===== src/sv/wcp_pkg.sv =====
package wcp_pkg;

  localparam int unsigned MASK_W     = 9;
  localparam int unsigned RND_W      = 16;
  localparam int unsigned IDX_W      = 4;
  localparam int unsigned WV_W       = 16;
  localparam int unsigned CELL_OUT_W = 4;
  localparam int unsigned TOTAL_W    = 20;
  localparam int unsigned CNT_W      = 4;
  localparam int unsigned S_TDATA_W  = 48;
  localparam int unsigned S_TUSER_W  = 3;
  localparam int unsigned M_TDATA_W  = 24;

  localparam logic [CNT_W-1:0] CNT_MAX = 4'd15;

  typedef enum logic [S_TUSER_W-1:0] {
    REQ_PICK        = 3'd0,
    REQ_WIN         = 3'd1,
    REQ_LOSS        = 3'd2,
    REQ_NEW_EPISODE = 3'd3,
    REQ_WRITE       = 3'd4
  } req_e;

  typedef struct packed {
    logic busy;
    logic done;
  } mod_stat_t;

endpackage


===== src/sv/weighted_cell_picker_with_reinforcement.sv =====
// Weighted cell picker with reinforcement learning of the cell weights.
// A request word enters on the s_axis channel; tuser carries the request kind
// (pick, reward win, reward loss, new episode, write weight) and tdata the
// occupied mask, the random word, the cell index and the weight to write.
// Every request yields exactly one result word on the m_axis channel, holding
// the picked cell and the free-cell weight total, with tuser set when a cell
// was found. Non-pick requests return an all-zero word.
// A pick sums the free-cell weights in one pass over the weight memory,
// reduces the random word by a bit-serial modulo unit of sixteen steps and
// walks the cells a second time, stopping early at the picked cell.
// A win or loss update is one read-modify-write pass over all cells; new
// episode, weight writes and unknown kinds go straight to the result stage.
// Once its result word is loaded, the sequencer returns to idle.
// s_axis_tready is high only while the sequencer is idle; one request is
// processed at a time. The result sits in an output register, so a new
// request is accepted while the previous word waits; if the receiver still
// stalls when the next result is ready, the sequencer holds it until the
// register frees up. After reset every weight reads as INITIAL_WEIGHT and
// every pick count as zero, through per-cell valid bits; no clearing pass.
module weighted_cell_picker_with_reinforcement import wcp_pkg::*; #(
  parameter int unsigned CELLS          = 9,
  parameter int unsigned WEIGHT_BITS    = 16,
  parameter int unsigned INITIAL_WEIGHT = 3
) (
  input  logic                 clk_i,
  input  logic                 rst_ni,
  input  logic                 s_axis_tvalid,
  output logic                 s_axis_tready,
  // occupied_mask, random_value, cell_index, weight_value, zero padding
  input  logic [S_TDATA_W-1:0] s_axis_tdata,
  // req_type
  input  logic [S_TUSER_W-1:0] s_axis_tuser,
  output logic                 m_axis_tvalid,
  input  logic                 m_axis_tready,
  // picked_cell, total_weight
  output logic [M_TDATA_W-1:0] m_axis_tdata,
  // pick_found
  output logic                 m_axis_tuser
);

  localparam int unsigned AW    = (CELLS > 1) ? $clog2(CELLS) : 1;
  localparam int unsigned CW    = $clog2(CELLS + 1);
  localparam int unsigned SUM_W = WEIGHT_BITS + $clog2(CELLS);
  localparam int unsigned DIV_W = SUM_W + 1;
  localparam logic [CW-1:0] CellsC   = CW'(CELLS);
  localparam logic [AW-1:0] LastCell = AW'(CELLS - 1);
  localparam logic [WEIGHT_BITS-1:0] InitW = WEIGHT_BITS'(INITIAL_WEIGHT);

  localparam logic [2:0] ST_IDLE = 3'd0;
  localparam logic [2:0] ST_SUM  = 3'd1;
  localparam logic [2:0] ST_MOD  = 3'd2;
  localparam logic [2:0] ST_WALK = 3'd3;
  localparam logic [2:0] ST_UPD  = 3'd4;
  localparam logic [2:0] ST_FIN  = 3'd5;

  logic [2:0]             state_q, state_d;
  logic [CW-1:0]          cnt_q, cnt_d;
  logic                   pv_q, pv_d;
  logic [AW-1:0]          pidx_q;
  logic [CELLS-1:0]       wv_q, wv_d;
  logic [CELLS-1:0]       cv_q, cv_d;
  logic                   rd_wv_q, rd_cv_q;
  req_e                   req_q, req_d;
  logic [MASK_W-1:0]      mask_q, mask_d;
  logic [RND_W-1:0]       rnd_q, rnd_d;
  logic [SUM_W-1:0]       sum_q, sum_d;
  logic [SUM_W-1:0]       rem_q, rem_d;
  logic [SUM_W-1:0]       thr_q, thr_d;
  logic [CELL_OUT_W-1:0]  res_cell_q, res_cell_d;
  logic                   res_found_q, res_found_d;
  logic                   m_tvalid_q, m_tvalid_d;
  logic [M_TDATA_W-1:0]   m_tdata_q;
  logic                   m_tuser_q;

  logic                   pass_active;
  logic                   rd_ok;
  logic                   load_out;
  logic [AW-1:0]          rd_addr;
  logic [CELLS-1:0]       free_vec;
  logic                   is_last;

  req_e                   in_req;
  logic [IDX_W-1:0]       in_idx;
  logic [WV_W-1:0]        in_wv;

  logic                   w_we;
  logic [AW-1:0]          w_waddr;
  logic [WEIGHT_BITS-1:0] w_wdata;
  logic [WEIGHT_BITS-1:0] w_rdata;
  logic [WEIGHT_BITS-1:0] w_eff;
  logic                   c_we;
  logic [CNT_W-1:0]       c_rdata;
  logic [CNT_W-1:0]       c_eff;
  logic [CNT_W-1:0]       c_inc;

  logic [WEIGHT_BITS:0]   cnt_ext;
  logic [WEIGHT_BITS:0]   win_sum;
  logic [WEIGHT_BITS-1:0] upd_w;
  logic [SUM_W:0]         walk_diff;
  logic                   walk_ok;

  logic                   mod_start;
  mod_stat_t              mod_stat;
  logic [DIV_W-1:0]       mod_rem;

  assign in_req = req_e'(s_axis_tuser);
  assign in_idx = s_axis_tdata[28:25];
  assign in_wv  = s_axis_tdata[44:29];

  assign pass_active = (state_q == ST_SUM) || (state_q == ST_WALK) || (state_q == ST_UPD);
  assign rd_ok       = cnt_q < CellsC;
  assign rd_addr     = rd_ok ? cnt_q[AW-1:0] : '0;
  assign pv_d        = pass_active && rd_ok;
  assign free_vec    = ~CELLS'(mask_q);
  assign is_last     = pidx_q == LastCell;

  assign w_eff = rd_wv_q ? w_rdata : InitW;
  assign c_eff = rd_cv_q ? c_rdata : '0;
  assign c_inc = (c_eff == CNT_MAX) ? c_eff : c_eff + 1'b1;

  assign cnt_ext = (WEIGHT_BITS + 1)'(c_eff);
  assign win_sum = {1'b0, w_eff} + cnt_ext;

  always_comb begin
    upd_w = w_eff;
    if (req_q == REQ_WIN) begin
      upd_w = win_sum[WEIGHT_BITS] ? '1 : win_sum[WEIGHT_BITS-1:0];
    end else if (w_eff > WEIGHT_BITS'(1)) begin
      upd_w = ({1'b0, w_eff} > cnt_ext + 1'b1) ?
              w_eff - WEIGHT_BITS'(c_eff) : WEIGHT_BITS'(1);
    end
  end

  assign walk_diff = {1'b0, rem_q} - (SUM_W + 1)'(w_eff);
  assign walk_ok   = !walk_diff[SUM_W] && (walk_diff[SUM_W-1:0] >= thr_q);

  always_comb begin
    state_d     = state_q;
    cnt_d       = cnt_q;
    wv_d        = wv_q;
    cv_d        = cv_q;
    req_d       = req_q;
    mask_d      = mask_q;
    rnd_d       = rnd_q;
    sum_d       = sum_q;
    rem_d       = rem_q;
    thr_d       = thr_q;
    res_cell_d  = res_cell_q;
    res_found_d = res_found_q;
    w_we        = 1'b0;
    w_waddr     = pidx_q;
    w_wdata     = upd_w;
    c_we        = 1'b0;
    mod_start   = 1'b0;
    load_out    = 1'b0;
    if (pv_d) begin
      cnt_d = cnt_q + 1'b1;
    end
    case (state_q)
      ST_IDLE: begin
        if (s_axis_tvalid) begin
          req_d       = in_req;
          mask_d      = s_axis_tdata[8:0];
          rnd_d       = s_axis_tdata[24:9];
          sum_d       = '0;
          res_cell_d  = '0;
          res_found_d = 1'b0;
          cnt_d       = '0;
          case (in_req)
            REQ_PICK: begin
              state_d = ST_SUM;
            end
            REQ_WIN, REQ_LOSS: begin
              state_d = ST_UPD;
            end
            REQ_NEW_EPISODE: begin
              cv_d    = '0;
              state_d = ST_FIN;
            end
            REQ_WRITE: begin
              if (32'(in_idx) < 32'(CELLS)) begin
                w_we          = 1'b1;
                w_waddr       = AW'(in_idx);
                w_wdata       = WEIGHT_BITS'(in_wv);
                wv_d[w_waddr] = 1'b1;
              end
              state_d = ST_FIN;
            end
            default: begin
              state_d = ST_FIN;
            end
          endcase
        end
      end
      ST_SUM: begin
        if (pv_q) begin
          if (free_vec[pidx_q]) begin
            sum_d = sum_q + SUM_W'(w_eff);
          end
          if (is_last) begin
            state_d = ST_MOD;
          end
        end
      end
      ST_MOD: begin
        mod_start = !mod_stat.busy && !mod_stat.done;
        if (mod_stat.done) begin
          thr_d   = SUM_W'(mod_rem);
          rem_d   = sum_q;
          cnt_d   = '0;
          state_d = ST_WALK;
        end
      end
      ST_WALK: begin
        if (pv_q) begin
          if (free_vec[pidx_q] && !walk_ok) begin
            res_cell_d   = CELL_OUT_W'(pidx_q);
            res_found_d  = 1'b1;
            c_we         = 1'b1;
            cv_d[pidx_q] = 1'b1;
            state_d      = ST_FIN;
          end else begin
            if (free_vec[pidx_q]) begin
              rem_d = walk_diff[SUM_W-1:0];
            end
            if (is_last) begin
              state_d = ST_FIN;
            end
          end
        end
      end
      ST_UPD: begin
        if (pv_q) begin
          w_we         = 1'b1;
          wv_d[pidx_q] = 1'b1;
          if (is_last) begin
            state_d = ST_FIN;
          end
        end
      end
      ST_FIN: begin
        if (!m_tvalid_q || m_axis_tready) begin
          load_out = 1'b1;
          state_d  = ST_IDLE;
        end
      end
      default: begin
        state_d = ST_IDLE;
      end
    endcase
  end

  always_comb begin
    m_tvalid_d = m_tvalid_q;
    if (load_out) begin
      m_tvalid_d = 1'b1;
    end else if (m_axis_tready) begin
      m_tvalid_d = 1'b0;
    end
  end

  always_ff @(posedge clk_i or negedge rst_ni) begin
    if (!rst_ni) begin
      state_q    <= ST_IDLE;
      cnt_q      <= '0;
      pv_q       <= 1'b0;
      wv_q       <= '0;
      cv_q       <= '0;
      m_tvalid_q <= 1'b0;
    end else begin
      state_q    <= state_d;
      cnt_q      <= cnt_d;
      pv_q       <= pv_d;
      wv_q       <= wv_d;
      cv_q       <= cv_d;
      m_tvalid_q <= m_tvalid_d;
    end
  end

  always_ff @(posedge clk_i) begin
    pidx_q      <= rd_addr;
    rd_wv_q     <= wv_q[rd_addr];
    rd_cv_q     <= cv_q[rd_addr];
    req_q       <= req_d;
    mask_q      <= mask_d;
    rnd_q       <= rnd_d;
    sum_q       <= sum_d;
    rem_q       <= rem_d;
    thr_q       <= thr_d;
    res_cell_q  <= res_cell_d;
    res_found_q <= res_found_d;
    if (load_out) begin
      m_tdata_q <= {TOTAL_W'(sum_q), res_cell_q};
      m_tuser_q <= res_found_q;
    end
  end

  wcp_ram #(
    .Width(WEIGHT_BITS),
    .Depth(CELLS)
  ) u_weight_ram (
    .clk_i  (clk_i),
    .we_i   (w_we),
    .waddr_i(w_waddr),
    .wdata_i(w_wdata),
    .raddr_i(rd_addr),
    .rdata_o(w_rdata)
  );

  wcp_ram #(
    .Width(CNT_W),
    .Depth(CELLS)
  ) u_count_ram (
    .clk_i  (clk_i),
    .we_i   (c_we),
    .waddr_i(pidx_q),
    .wdata_i(c_inc),
    .raddr_i(rd_addr),
    .rdata_o(c_rdata)
  );

  wcp_mod #(
    .DivW(DIV_W)
  ) u_mod (
    .clk_i     (clk_i),
    .rst_ni    (rst_ni),
    .start_i   (mod_start),
    .dividend_i(rnd_q),
    .divisor_i ({1'b0, sum_q} + 1'b1),
    .stat_o    (mod_stat),
    .rem_o     (mod_rem)
  );

  assign s_axis_tready = state_q == ST_IDLE;
  assign m_axis_tvalid = m_tvalid_q;
  assign m_axis_tdata  = m_tdata_q;
  assign m_axis_tuser  = m_tuser_q;

endmodule


===== src/sv/wcp_ram.sv =====
module wcp_ram #(
  parameter int unsigned Width = 8,
  parameter int unsigned Depth = 16,
  localparam int unsigned AddrW = (Depth > 1) ? $clog2(Depth) : 1
) (
  input  logic             clk_i,
  input  logic             we_i,
  input  logic [AddrW-1:0] waddr_i,
  input  logic [Width-1:0] wdata_i,
  input  logic [AddrW-1:0] raddr_i,
  output logic [Width-1:0] rdata_o
);

  logic [Width-1:0] mem_q [Depth];

  always_ff @(posedge clk_i) begin
    if (we_i) begin
      mem_q[waddr_i] <= wdata_i;
    end
    rdata_o <= mem_q[raddr_i];
  end

endmodule


===== src/sv/wcp_mod.sv =====
module wcp_mod import wcp_pkg::*; #(
  parameter int unsigned DivW = 21
) (
  input  logic            clk_i,
  input  logic            rst_ni,
  input  logic            start_i,
  input  logic [RND_W-1:0] dividend_i,
  input  logic [DivW-1:0] divisor_i,
  output mod_stat_t       stat_o,
  output logic [DivW-1:0] rem_o
);

  localparam int unsigned StepW = $clog2(RND_W);
  localparam logic [StepW-1:0] LastStep = StepW'(RND_W - 1);

  logic             busy_q, busy_d;
  logic             done_q, done_d;
  logic [StepW-1:0] step_q, step_d;
  logic [RND_W-1:0] dvd_q, dvd_d;
  logic [DivW-1:0]  rem_q, rem_d;
  logic [DivW-1:0]  div_q, div_d;
  logic [DivW:0]    trial;
  logic [DivW:0]    diff;

  assign trial = {rem_q, dvd_q[RND_W-1]};
  assign diff  = trial - {1'b0, div_q};

  always_comb begin
    busy_d = busy_q;
    done_d = 1'b0;
    step_d = step_q;
    dvd_d  = dvd_q;
    rem_d  = rem_q;
    div_d  = div_q;
    if (start_i) begin
      busy_d = 1'b1;
      step_d = '0;
      dvd_d  = dividend_i;
      rem_d  = '0;
      div_d  = divisor_i;
    end else if (busy_q) begin
      rem_d  = diff[DivW] ? trial[DivW-1:0] : diff[DivW-1:0];
      dvd_d  = {dvd_q[RND_W-2:0], 1'b0};
      step_d = step_q + 1'b1;
      if (step_q == LastStep) begin
        busy_d = 1'b0;
        done_d = 1'b1;
      end
    end
  end

  always_ff @(posedge clk_i or negedge rst_ni) begin
    if (!rst_ni) begin
      busy_q <= 1'b0;
      done_q <= 1'b0;
      step_q <= '0;
    end else begin
      busy_q <= busy_d;
      done_q <= done_d;
      step_q <= step_d;
    end
  end

  always_ff @(posedge clk_i) begin
    dvd_q <= dvd_d;
    rem_q <= rem_d;
    div_q <= div_d;
  end

  assign stat_o.busy = busy_q;
  assign stat_o.done = done_q;
  assign rem_o       = rem_q;

endmodule


===== config.mk =====
export PLATFORM = sky130hd
export DESIGN_NAME = weighted_cell_picker_with_reinforcement
export DESIGN_NICKNAME = d
export VERILOG_FILES = /design/src/sv/wcp_pkg.sv /design/src/sv/weighted_cell_picker_with_reinforcement.sv /design/src/sv/wcp_ram.sv /design/src/sv/wcp_mod.sv
export SDC_FILE = /design/constraint.sdc
export NUM_CORES = 1
export LEC_CHECK = 0
export ABC_AREA = 1
export BUFFER_PORTS_ARGS = -buffer_cell sky130_fd_sc_hd__buf_2
export CAP_MARGIN = 10
export CORE_MARGIN = 3
export CORE_UTILIZATION = 55
export DETAILED_ROUTE_END_ITERATION = 8
export PLACE_DENSITY_LB_ADDON = 0.2
export SYNTH_ARGS = -nofsm -noshare
export SYNTH_HDL_FRONTEND = slang
export SYNTH_SLANG_ARGS = --single-unit

===== constraint.sdc =====
create_clock -name clk_i -period 5.2 [get_ports clk_i]
set_input_delay 0.26 -clock clk_i [delete_from_list [all_inputs] [get_ports clk_i]]
set_output_delay 0.26 -clock clk_i [all_outputs]
set_load 0.02 [all_outputs]

==> out/qor.txt, run 1 <==
Status = completed
Sequential area share after synthesis = 52.74%
CTS tree = yes
GRT overflow = 0
Post-Synthesis Cell Area = 0.02242 mm^2
Worst slew margin = 35.44%
Hold/Removal Path Class = in2reg
Die Y = 207.9 um
Count leader, synth = nand2_1
Sw power = 8.175 mW
Flop pwr share = 31.7%
Crit-path cells = buf_12, inv_2, or2_2, ha_1, inv_1, ha_1, inv_1, nand2_2, nand2_1, nand3_1, a21oi_1, or2_2, and2_1, ha_1, nand2_1, inv_1, nand2_1, nand2_1, a21oi_1, nand4_1, nand2_1, nand4_2, nor3_1
Lkg Pwr = 10.79 nW
Worst r2r src = rd_wv_q$_DFF_P_
#FFs+latches synth = 415
Routed WL per cell = 18.88 um
Max-cap violations = 0
Worst hold slack = 0.1849 ns
Post-synth cell types = 61
Initial core utilization = 56.05%
Core area = 0.04001 mm^2
CP Class = reg2reg
TritonRoute pass-1 iters = 6
Peak VDD IR = 0.3691 mV
Syn avg cell area = 8.970 um^2
Logic pwr share = 50.5%
Post-Syn Nets = 2648
F_max = 0.2103 GHz
Int Pwr = 9.531 mW
Critical path startpoint category = flop
Area leader, netlist = edfxtp_1
Worst EP required = 5.41 ns
Final WL = 59940 um
Area after DPL = 0.02340 mm^2
Yosys top cell area share = 44.86%
Longest Clk Path Bufs = 3
Ys Warns = 0
Clk pin slew, worst setup/hold paths = 0.06 ns
Clock Tree Root = clkbuf_16
Antenna Violating Nets Remaining = 0
Clock skew = 0.02661 ns
Die area = 0.04323 mm^2
CP Max Fanout = 17
Clock share of power = 17.8%
Switching share of power = 46.17%
WP data arrival = 4.97 ns
Critical path buffer and inverter count = 5
Post-CTS resize count = 0
Worst Hold Launch = s_axis_tdata[25]
Post-CTS setup buffer count = 0
Final instance area = 0.02516 mm^2
Sink Count = 415
Final count of negative-setup-slack endpoints = 0
Io pins = 82
Cts bufs inserted = 43
Crit. Startpoint = rd_wv_q$_DFF_P_
Crit-path max cell delay = 0.58 ns
Initial antenna violation count = 1
Share of cells above drive strength 1 = 10.31%
Tot Pwr = 17.71 mW
Cell mode on critical path = nand2_1
CP endpoint kind = flop
Synth top cells by count = 684 x nand2_1, 335 x edfxtp_1, 280 x inv_1
Largest net degree at the start of global routing = 58
Top_reg_cell synth = edfxtp_1
Row count = 73
Area growth from synthesis to layout = 12.19%
Number of enable flip-flop cells after synthesis = 335
Overall routing resource usage = 27.18%
Async S/R FF share, synth = 7.952%
First-pass GRT wire length = 93810 um
RSZ-0062 raised after global routing = no
Iteration-0 DRC Markers = 1713
Port bufs = 78
Biggest area contributors in the synthesized netlist = edfxtp_1 45%, nand2_1 11%, ha_1 5.1%
Post-Synthesis Cells = 2500
Fin crit share = 91.44%
# H-tree levels = 2
Skew-Pair Late Insertion Delay = 0.60 ns
Final hold vios = 0
HPWL Detailed = 42360 um
Setup tns final = 0 ns
Power per cell area = 703.8 mW/mm^2
Vias in the first global route = 17.09k
Overall die width = 207.9 um
CTS Hold Bufs = 30
Routed vias/inst = 5.656
Final min period = 4.755 ns
CP max stage cell = nor3_1
Via Count = 17.96k
Nets@finish = 2762
Placer Congestion = 0.9388
Largest delay share family, worst path = simple AND/OR/NAND/NOR gates
Final Max Tran Viols = 0
Worst Max-Slew Pin Slew = 0.9683 ns
DRC = 0
## layout make-up
type	instances	area (um^2)
diodes	1	2.502
clock buffers	55	1151
clock inverters	25	301.5
fillers	3326	14850
inverters	297	1115
multi-input cells	1723	9205
flip-flops and latches	415	11830
well taps	525	656.9
repair buffers	134	898.4
## final timing paths
kind | cells past startpoint | to | slack, ns
min in group asynchronous | 2 | cv_q[2]$_DFFE_PN0P_ | 0.33
hold reg to reg | 0 | m_axis_tdata[3]$_DFFE_PP_ | 0.42
hold / removal | 3 | wv_q[7]$_DFFE_PN0P_ | 0.18
max in group asynchronous | 2 | u_mod.step_q[3]$_DFFE_PN0P_ | 4.36
setup reg to reg | 23 | u_count_ram.mem_q[0][3]$_DFFE_PP_ | 0.45
setup / recovery | 23 | u_count_ram.mem_q[0][3]$_DFFE_PP_ | 0.45
## layer usage
layer / up-vias / track usage, % / wire (um)
met1: 8537 / 36.83 / 25530
li1: 8670 / - / -
met3: 97 / 3.438 / 3707
met5: - / 0 / 0
met2: 655 / 46.23 / 29370
met4: 0 / 8.045 / 1337
## state kept, by name, summed over array words and instances (netlist names), 9 cells and up
| signal | flops |
|---|---|
| u_mod.rem_o | 21 |
| mask_q | 9 |
| thr_q | 20 |
| m_axis_tdata | 24 |
| rnd_q | 16 |
| sum_q | 20 |
| u_mod.dvd_q | 16 |
| wv_q | 9 |
| u_mod.div_q | 21 |
| u_count_ram.mem_q | 36 |
| rem_q | 20 |
| u_weight_ram.mem_q | 144 |
| u_weight_ram.rdata_o | 16 |
| cv_q | 9 |
## stage by stage
step                std cells  worst slack [ns]  util [%]
floorplan                2500             1.287         -
global placement         3064            0.6599     58.49
detailed placement       3064            0.5391     58.49
CTS                      3174            0.5298     62.88
global route             3175            0.2163     62.88
finish                   3175            0.4453     62.88
## worst min-delay path: stages
cell and delay, ns:
buf_2 0.15, a41oi_1 0.17, o21bai_1 0.14
## cell usage in the layout, fill, tap and decap left out, types with 5 or more instances in the layout
| cell | count |
|---|---|
| o21ai_0 | 76 |
| nor3_1 | 35 |
| ha_1 | 91 |
| inv_1 | 280 |
| or2_2 | 15 |
| a21oi_1 | 162 |
| clkinv_1 | 8 |
| clkbuf_16 | 43 |
| dfrtp_1 | 33 |
| and2_1 | 8 |
| nand2_4 | 8 |
| nor2_4 | 13 |
| xor2_1 | 39 |
| nor3_2 | 5 |
| o211ai_1 | 5 |
| o221ai_1 | 40 |
| buf_2 | 78 |
| o21a_1 | 5 |
| nor2_1 | 175 |
| buf_4 | 25 |
| nand3b_1 | 23 |
| o21ai_1 | 23 |
| or2_1 | 5 |
| nand2_2 | 14 |
| o21bai_1 | 8 |
| dfxtp_1 | 47 |
| edfxtp_1 | 335 |
| nand3_1 | 173 |
| nand4_1 | 40 |
| a21oi_2 | 6 |
| nor2_2 | 13 |
| nand2_1 | 684 |
| dlygate4sd3_1 | 30 |
| clkinv_2 | 7 |
| inv_2 | 12 |
| xnor2_1 | 13 |
| clkbuf_1 | 9 |
## cells by family (layout without fill, tap and decap cells)
family | Yosys count | after routing | share of synthesized area [%]
AND/OR/NAND/NOR | 1232 | 1232 | 24.64
flip-flops | 415 | 415 | 52.74
buffers and inverters | 362 | 511 | 6.327
AO/OA/AOI/OAI | 346 | 346 | 9.006
adder cells (fa/ha/maj) | 93 | 93 | 5.256
XOR/XNOR | 52 | 52 | 2.031
other | 0 | 1 | 0
## power groups by stage
stage	Sequential, mW	Combinational (mW)	Clock, mW
floorplan	5.39	6.43	0
global placement	5.65	8.56	0
detailed placement	5.66	8.76	0
CTS	5.60	8.83	3.19
global route	5.67	10.0	3.34
finish	5.61	8.94	3.16
Note: power is estimated with default switching activity, not from simulation.
==> run 2, diff against run 1 <==
--- a/config.mk
+++ b/config.mk
@@ -5,7 +5,6 @@
 export SDC_FILE = /design/constraint.sdc
 export NUM_CORES = 1
 export LEC_CHECK = 0
-export ABC_AREA = 1
 export BUFFER_PORTS_ARGS = -buffer_cell sky130_fd_sc_hd__buf_2
 export CAP_MARGIN = 10
 export CORE_MARGIN = 3
==> out/qor.txt, run 2 <==
Status = completed (unchanged)
Post-synth cell types = 94 (was 61)
Via Count = 14.69k (was 17.96k)
Worst slew margin = 24.71% (was 35.44%)
Routed vias/inst = 6.121 (was 5.656)
Final Max Tran Viols = 0 (unchanged)
Setup ws final = 0.3303 ns (was 0.4453 ns)
Worst Hold Depth = 2 (was 3)
Reg2Reg Depth = 19 (was 23)
TritonRoute pass-1 iters = 5 (was 6)
Final hold vios = 0 (unchanged)
Placer Congestion = 0.9557 (was 0.9388)
Tot Pwr = 15.34 mW (was 17.71 mW)
CP endpoint kind = flop (unchanged)
Number of stages on the worst setup path = 19 (was 23)
Crit-path max cell delay = 0.42 ns (was 0.58 ns)
Largest delay share family, worst path = compound AO/OA/AOI/OAI gates (was simple AND/OR/NAND/NOR gates)
Io pins = 82 (unchanged)
DRC = 0 (unchanged)
Post-Syn Nets = 1923 (was 2648)
WP data arrival = 5.17 ns (was 4.97 ns)
Vias in the first global route = 14.27k (was 17.09k)
Final min period = 4.870 ns (was 4.755 ns)
Top reg by flops = u_weight_ram.mem_q (unchanged)
Hold/Removal Path Class = in2reg (unchanged)
Area after DPL = 0.02165 mm^2 (was 0.02340 mm^2)
First-pass GRT wire length = 81480 um (was 93810 um)
Final instance area = 0.02345 mm^2 (was 0.02516 mm^2)
Core area = 0.03679 mm^2 (was 0.04001 mm^2)
Overall die width = 199.7 um (was 207.9 um)
Clock skew = 0.03279 ns (was 0.02661 ns)
Area leader, netlist = edfxtp_1 (unchanged)
Setup tns final = 0 ns (unchanged)
#FFs+latches synth = 415 (unchanged)
Post-Synthesis Cells = 1775 (was 2500)
Clk pin slew, worst setup/hold paths = 0.06 ns (about the same)
Iteration-0 DRC Markers = 1253 (was 1713)
Yosys top cell area share = 48.74% (was 44.86%)
Final WL = 52480 um (was 59940 um)
Overall routing resource usage = 26.46% (was 27.18%)
Worst Max-Slew Pin Slew = 1.126 ns (was 0.9683 ns)
Synth top cells by count = 335 x edfxtp_1, 225 x nand2_1, 130 x nor2_1 (was 684 x nand2_1, 335 x edfxtp_1, 280 x inv_1)
Sink Count = 415 (unchanged)
Number of enable flip-flop cells after synthesis = 335 (unchanged)
Critical path buffer and inverter count = 2 (was 5)
Share of cells above drive strength 1 = 14.71% (was 10.31%)
Peak VDD IR = 0.4280 mV (was 0.3691 mV)
Fin util = 63.74% (was 62.88%)
Skew-Pair Late Insertion Delay = 0.60 ns (about the same)
Critical path startpoint category = flop (unchanged)
Lkg Pwr = 9.067 nW (was 10.79 nW)
GRT overflow = 0 (unchanged)
Area growth from synthesis to layout = 13.60% (was 12.19%)
Syn avg cell area = 11.63 um^2 (was 8.970 um^2)
Ys Warns = 0 (unchanged)
Routed WL per cell = 21.87 um (was 18.88 um)
Max-cap violations = 0 (unchanged)
Port bufs = 78 (unchanged)
Die area = 0.03989 mm^2 (was 0.04323 mm^2)
Initial antenna violation count = 1 (unchanged)
Initial core utilization = 56.11% (was 56.05%)
Power per cell area = 654.0 mW/mm^2 (was 703.8 mW/mm^2)
Crit-path cells = nand2_1, ha_1, a21o_1, a21o_1, a221oi_1, o21ai_2, a2111oi_2, o31ai_1, xnor2_1, ha_1, a21o_1, a21o_1, a21oi_1, o21ai_0, a21oi_2, o2111ai_1, buf_4, nor4_1, buf_4 (was buf_12, inv_2, or2_2, ha_1, inv_1, ha_1, inv_1, nand2_2, nand2_1, nand3_1, a21oi_1, or2_2, and2_1, ha_1, nand2_1, inv_1, nand2_1, nand2_1, a21oi_1, nand4_1, nand2_1, nand4_2, nor3_1)
CP Max Fanout = 20 (was 17)
F_max = 0.2054 GHz (was 0.2103 GHz)
CP Class = reg2reg (unchanged)
CP max stage cell = a2111oi_2 (was nor3_1)
Biggest area contributors in the synthesized netlist = edfxtp_1 49%, ha_1 5.5%, dfxtp_1 4.6% (was edfxtp_1 45%, nand2_1 11%, ha_1 5.1%)
Die Y = 199.7 um (was 207.9 um)
HPWL Detailed = 36020 um (was 42360 um)
Antenna Violating Nets Remaining = 0 (unchanged)
Sequential area share after synthesis = 57.30% (was 52.74%)
Row count = 70 (was 73)
Count leader, synth = edfxtp_1 (was nand2_1)
Fin cells = 2400 (was 3175)
Cts bufs inserted = 44 (was 43)
Nets@finish = 2043 (was 2762)
Largest net degree at the start of global routing = 47 (was 58)
# H-tree levels = 2 (unchanged)
RSZ-0062 raised after global routing = no (unchanged)
Cell mode on critical path = a21o_1 (was nand2_1)
Worst EP required = 5.50 ns (was 5.41 ns)
Final count of negative-setup-slack endpoints = 0 (unchanged)
Pre-CTS setup slack = 0.2184 ns (was 0.5391 ns)
CTS tree = yes (unchanged)
Worst hold slack = 0.03591 ns (was 0.1849 ns)
Placed Cells = 2286 (was 3064)
Fin crit share = 93.65% (was 91.44%)
Top_reg_cell synth = edfxtp_1 (unchanged)
Most frequent cells in the layout = 335 x edfxtp_1, 225 x nand2_1, 130 x nor2_1 (was 684 x nand2_1, 335 x edfxtp_1, 280 x inv_1)
Largest register FFs = 144 (unchanged)
Post-Synthesis Cell Area = 0.02064 mm^2 (was 0.02242 mm^2)
Clock Tree Root = clkbuf_16 (unchanged)
Commonest non-fill, non-tap cell in the layout = edfxtp_1 (was nand2_1)
Async S/R FF share, synth = 7.952% (unchanged)
Longest Clk Path Bufs = 3 (unchanged)
[run 2: cell count changes after synthesis, sizes merged, moves of 35 or more]
cell    change
a21oi      -83
inv       -199
o21ai      -46
o211ai     +35
nand3     -147
nand2     -484
a31oi      +54
o221ai     -35
nor2       -71
xnor2      +41
[run 2: worst register-to-register path: stages (launching register included)]
cell and delay (ns):
dfxtp_1 0.40, nand2_1 0.18, ha_1 0.39, a21o_1 0.20
a21o_1 0.20, a221oi_1 0.33, o21ai_2 0.14, a2111oi_2 0.42
o31ai_1 0.14, xnor2_1 0.23, ha_1 0.29, a21o_1 0.18
a21o_1 0.17, a21oi_1 0.13, o21ai_0 0.12, a21oi_2 0.20
o2111ai_1 0.15, buf_4 0.27, nor4_1 0.28, buf_4 0.19
[run 2: area by class of cell]
| cell class | instances | area [um^2] |
|---|---|---|
| clock inverters | 34 | 341.6 |
| diodes | 1 | 2.502 |
| repair buffers | 149 | 1001 |
| inverters | 95 | 356.6 |
| multi-input cells | 1190 | 8218 |
| fillers | 2793 | 13340 |
| flip-flops and latches | 415 | 11830 |
| well taps | 468 | 585.6 |
| clock buffers | 48 | 1116 |
[run 2: worst paths after layout]
kind,from,to,slack (ns)
worst max register to register,rd_wv_q$_DFF_P_,u_count_ram.mem_q[3][0]$_DFFE_PP_,0.33
worst max-delay path,rd_wv_q$_DFF_P_,u_count_ram.mem_q[3][0]$_DFFE_PP_,0.33
worst min-delay path,s_axis_tdata[25],wv_q[7]$_DFFE_PN0P_,0.04
min in group asynchronous,rst_ni,cnt_q[1]$_DFF_PN0_,0.32
max in group asynchronous,rst_ni,state_q[1]$_DFFE_PN0P_,4.37
worst min register to register,res_cell_q[3]$_SDFFCE_PN0P_,m_axis_tdata[3]$_DFFE_PP_,0.43
[run 2: cell families after synthesis]
family / Yosys count / share of synthesized area (%)
AND/OR/NAND/NOR: 573 / 12.99
flip-flops: 415 / 57.30
AO/OA/AOI/OAI: 391 / 13.23
buffers and inverters: 170 / 3.176
adder cells (fa/ha/maj): 96 / 5.856
XOR/XNOR: 76 / 3.225
multiplexers: 54 / 4.225
[run 2: routing by layer]
layer,share of wire (%),up-vias,track usage (%)
met5,0,-,0
met4,2.5,0,7.987
met3,6.6,83,3.574
met2,48,528,43.57
met1,43,7199,37.13
li1,-,6881,-
[run 2: timing repair]
action	4_1_cts	5_1_grt
endpoints found under the setup margin	0	28
resized for setup	0	5
hold endpoints to repair	63	0
setup buffers	0	0
hold buffers	31	0
[run 2: power breakdown]
group	switching, mW	internal (mW)	leakage [nW]	total, mW
sequential	0.576	4.93	3.89	5.51
combinational	4.20	2.48	4.48	6.68
clock	1.36	1.78	0.696	3.14
==> run 3, diff against run 2 <==
--- a/config.mk
+++ b/config.mk
@@ -13,4 +13,5 @@
 export PLACE_DENSITY_LB_ADDON = 0.2
 export SYNTH_ARGS = -nofsm -noshare
 export SYNTH_HDL_FRONTEND = slang
+export SYNTH_HIERARCHICAL = 1
 export SYNTH_SLANG_ARGS = --single-unit
==> out/qor.txt, run 3 <==
Largest register FFs = 144 (unchanged)
Power per cell area = 602.0 mW/mm^2 (was 654.0 mW/mm^2)
Skew-Pair Late Insertion Delay = 0.57 ns (was 0.60 ns)
Routed vias/inst = 5.904 (was 6.121)
Final hold vios = 0 (unchanged)
Antenna Violating Nets Remaining = 0 (unchanged)
Fin crit share = 93.52% (was 93.65%)
# H-tree levels = 2 (unchanged)
Biggest area contributors in the synthesized netlist = edfxtp_1 48%, ha_1 5.5%, dfxtp_1 4.5% (was edfxtp_1 49%, ha_1 5.5%, dfxtp_1 4.6%)
DRC = 0 (unchanged)
Post-Synthesis Cell Area = 0.02105 mm^2 (was 0.02064 mm^2)
Post-synthesis mux area share = 6.824% (was 4.225%)
Synth Area in Adders = 5.712% (was 5.856%)
Top reg by flops = u_weight_ram/mem_q (was u_weight_ram.mem_q)
Clk pin slew, worst setup/hold paths = 0.06 ns (about the same)
First-pass GRT wire length = 75570 um (was 81480 um)
Cts bufs inserted = 43 (was 44)
Count leader, synth = edfxtp_1 (unchanged)
Hold/Removal Path Class = in2reg (unchanged)
Compound-cell area share of the yosys netlist = 12.43% (was 13.23%)
Flop pwr share = 37.3% (was 35.9%)
Sink Count = 415 (unchanged)
Nets@finish = 2035 (was 2043)
Commonest non-fill, non-tap cell in the layout = edfxtp_1 (unchanged)
Initial antenna violation count = 0 (was 1)
CTS tree = yes (unchanged)
Sequential area share after synthesis = 56.18% (was 57.30%)
CP Max Fanout = 6 (was 20)
Io pins = 82 (unchanged)
Yosys top cell area share = 47.79% (was 48.74%)
Top_reg_cell synth = edfxtp_1 (unchanged)
HPWL Detailed = 32350 um (was 36020 um)
Synth top cells by count = 335 x edfxtp_1, 173 x nand2_1, 134 x nor2_1 (was 335 x edfxtp_1, 225 x nand2_1, 130 x nor2_1)
Via Count = 14.35k (was 14.69k)
Die area = 0.04065 mm^2 (was 0.03989 mm^2)
Largest net degree at the start of global routing = 55 (was 47)
Critical path startpoint category = flop (unchanged)
Clock Tree Root = clkbuf_16 (unchanged)
CP Class = reg2reg (unchanged)
Final instance area = 0.02372 mm^2 (was 0.02345 mm^2)
Lkg Pwr = 9.159 nW (was 9.067 nW)
Overall routing resource usage = 23.46% (was 26.46%)
Longest Clk Path Bufs = 3 (unchanged)
Area after DPL = 0.02209 mm^2 (was 0.02165 mm^2)
Iteration-0 DRC Markers = 1122 (was 1253)
Clock skew = 0.02006 ns (was 0.03279 ns)
Overall die width = 201.6 um (was 199.7 um)
Most frequent cells in the layout = 335 x edfxtp_1, 173 x nand2_1, 128 x nor2_1 (was 335 x edfxtp_1, 225 x nand2_1, 130 x nor2_1)
Routed WL per cell = 19.64 um (was 21.87 um)
Vias in the first global route = 14.08k (was 14.27k)
Status = completed (unchanged)
Port bufs = 78 (unchanged)
GRT overflow = 0 (unchanged)
Sw power = 5.389 mW (was 6.143 mW)
Share of cells above drive strength 1 = 15.68% (was 14.71%)
Placer Congestion = 0.9237 (was 0.9557)
Post-Synthesis Cells = 1752 (was 1775)
F_max = 0.2056 GHz (was 0.2054 GHz)
Die Y = 201.6 um (was 199.7 um)
Main combinational cell family by area after synthesis = compound AO/OA/AOI/OAI gates (unchanged)
Final WL = 47750 um (was 52480 um)
CP endpoint kind = flop (unchanged)
Core area = 0.03767 mm^2 (was 0.03679 mm^2)
Async S/R FF share, synth = 7.952% (unchanged)
Switching share of power = 37.74% (was 40.06%)
Xor/xnor share of the synthesized area = 3.947% (was 3.225%)
TritonRoute pass-1 iters = 7 (was 5)
Area leader, netlist = edfxtp_1 (unchanged)
Post-synth cell types = 91 (was 94)
Ys Warns = 6 (was 0)
Synth Area in Simple Gates = 11.70% (was 12.99%)
Number of enable flip-flop cells after synthesis = 335 (unchanged)
Initial core utilization = 55.88% (was 56.11%)
Row count = 71 (was 70)
Worst slew margin = 25.13% (was 24.71%)
Ant. Diodes = 0 (was 1)
Area growth from synthesis to layout = 12.68% (was 13.60%)
Max-cap violations = 0 (unchanged)
Worst EP required = 5.48 ns (was 5.50 ns)
Clock share of power = 20.3% (was 20.5%)
Final count of negative-setup-slack endpoints = 0 (unchanged)
Int Pwr = 8.889 mW (was 9.192 mW)
Final min period = 4.863 ns (was 4.870 ns)
Fin util = 62.97% (was 63.74%)
Final Max Tran Viols = 0 (unchanged)
WP data arrival = 5.14 ns (was 5.17 ns)
Logic pwr share = 42.4% (was 43.6%)
#FFs+latches synth = 415 (unchanged)
Syn avg cell area = 12.01 um^2 (was 11.63 um^2)
Worst Max-Slew Pin Slew = 1.119 ns (was 1.126 ns)
Peak VDD IR = 0.4078 mV (was 0.4280 mV)
Post-Syn Nets = 1901 (was 1923)
## run 3: worst max-delay path, stage by stage, from the launching register on
cell and delay [ns]:
dfxtp_1 0.42, nand2_1 0.10, ha_1 0.35, a211o_1 0.31, o2111a_1 0.29, a2111oi_4 0.37, o21ai_1 0.24, nor4_2 0.22
xor2_1 0.22, ha_1 0.27, a21o_1 0.16, a21oi_1 0.17, o21ai_0 0.12, nor2_1 0.13, a2bb2oi_2 0.12, nor2_2 0.23
or3b_2 0.55, nor3_1 0.16, buf_4 0.16
## run 3: final cells by class
type / count / area (um^2)
Fill cell: 2970 / 13950
Sequential cell: 415 / 11830
Multi-Input combinational cell: 1191 / 8598
Clock buffer: 65 / 1221
Timing Repair Buffer: 151 / 1011
Tap cell: 511 / 639.4
Inverter: 84 / 322.8
Clock inverter: 14 / 95.09
## run 3: metal layers
| metal | track usage, % | part of all wire (%) | wire length, um | vias to the layer above |
|---|---|---|---|---|
| li1 | - | - | - | 6778 |
| met1 | 32.13 | 44 | 20830 | 7024 |
| met2 | 38.64 | 48 | 22830 | 456 |
| met3 | 4.287 | 6.0 | 2883 | 95 |
| met4 | 6.903 | 2.5 | 1200 | 0 |
| met5 | 0 | 0 | 0 | - |
## run 3: power by group through the flow
stage / clock [mW] / combinational, mW / sequential [mW]
2_1_floorplan: 0 / 4.69 / 5.14
3_3_place_gp: 0 / 5.81 / 5.37
3_5_place_dp: 0 / 5.96 / 5.38
4_1_cts: 2.96 / 6.02 / 5.32
5_1_grt: 3.08 / 6.67 / 5.39
6_report: 2.89 / 6.06 / 5.32
## run 3: final timing paths
kind                                                  from                           endpoint  slack, ns  depth (start not counted)
setup reg to reg           u_weight_ram/rdata_o[9]$_DFF_P_  u_count_ram/mem_q[0][2]$_DFFE_PP_       0.34                         18
min in group asynchronous                           rst_ni                wv_q[3]$_DFFE_PN0P_       0.32                          2
hold / removal                               m_axis_tready          m_axis_tvalid$_DFFE_PN0P_       0.04                          3
setup / recovery           u_weight_ram/rdata_o[9]$_DFF_P_  u_count_ram/mem_q[0][2]$_DFFE_PP_       0.34                         18
hold reg to reg                      res_found_q$_DFFE_PP_             m_axis_tuser$_DFFE_PP_       0.43                          0
max in group asynchronous                           rst_ni             u_mod/busy_q$_DFF_PN0_       4.36                          2
## run 3: through the flow
step / hold WS [ns] / TNS (ns) / cells / worst slack (ns) / power, mW
6_report: 0.03759 / 0 / 2431 / 0.3370 / 14.28
2_1_floorplan: -0.03559 / 0 / 1752 / 0.1802 / 9.832
3_3_place_gp: 0.3676 / 0 / 2322 / 0.1641 / 11.17
4_1_cts: 0.009875 / 0 / 2430 / 0.01269 / 14.29
3_5_place_dp: 0.3813 / 0 / 2322 / 0.02306 / 11.34
5_1_grt: 0.02504 / -0.008509 / 2431 / -0.002311 / 15.15
## run 3: logic make-up (layout without fill, tap and decap cells)
| logic type | Yosys count | in the layout |
|---|---|---|
| multiplexers | 124 | 124 |
| AND/OR/NAND/NOR | 514 | 514 |
| XOR/XNOR | 94 | 94 |
| flip-flops | 415 | 415 |
| adder cells (fa/ha/maj) | 95 | 95 |
| AO/OA/AOI/OAI | 364 | 364 |
| buffers and inverters | 146 | 314 |
## run 3: repair_timing
item / in CTS / in global routing
endpoints found under the hold margin: 61 / 0
resized for setup: 0 / 6
setup buffers: 0 / 0
endpoints found under the setup margin: 0 / 61
hold buffers: 29 / 0
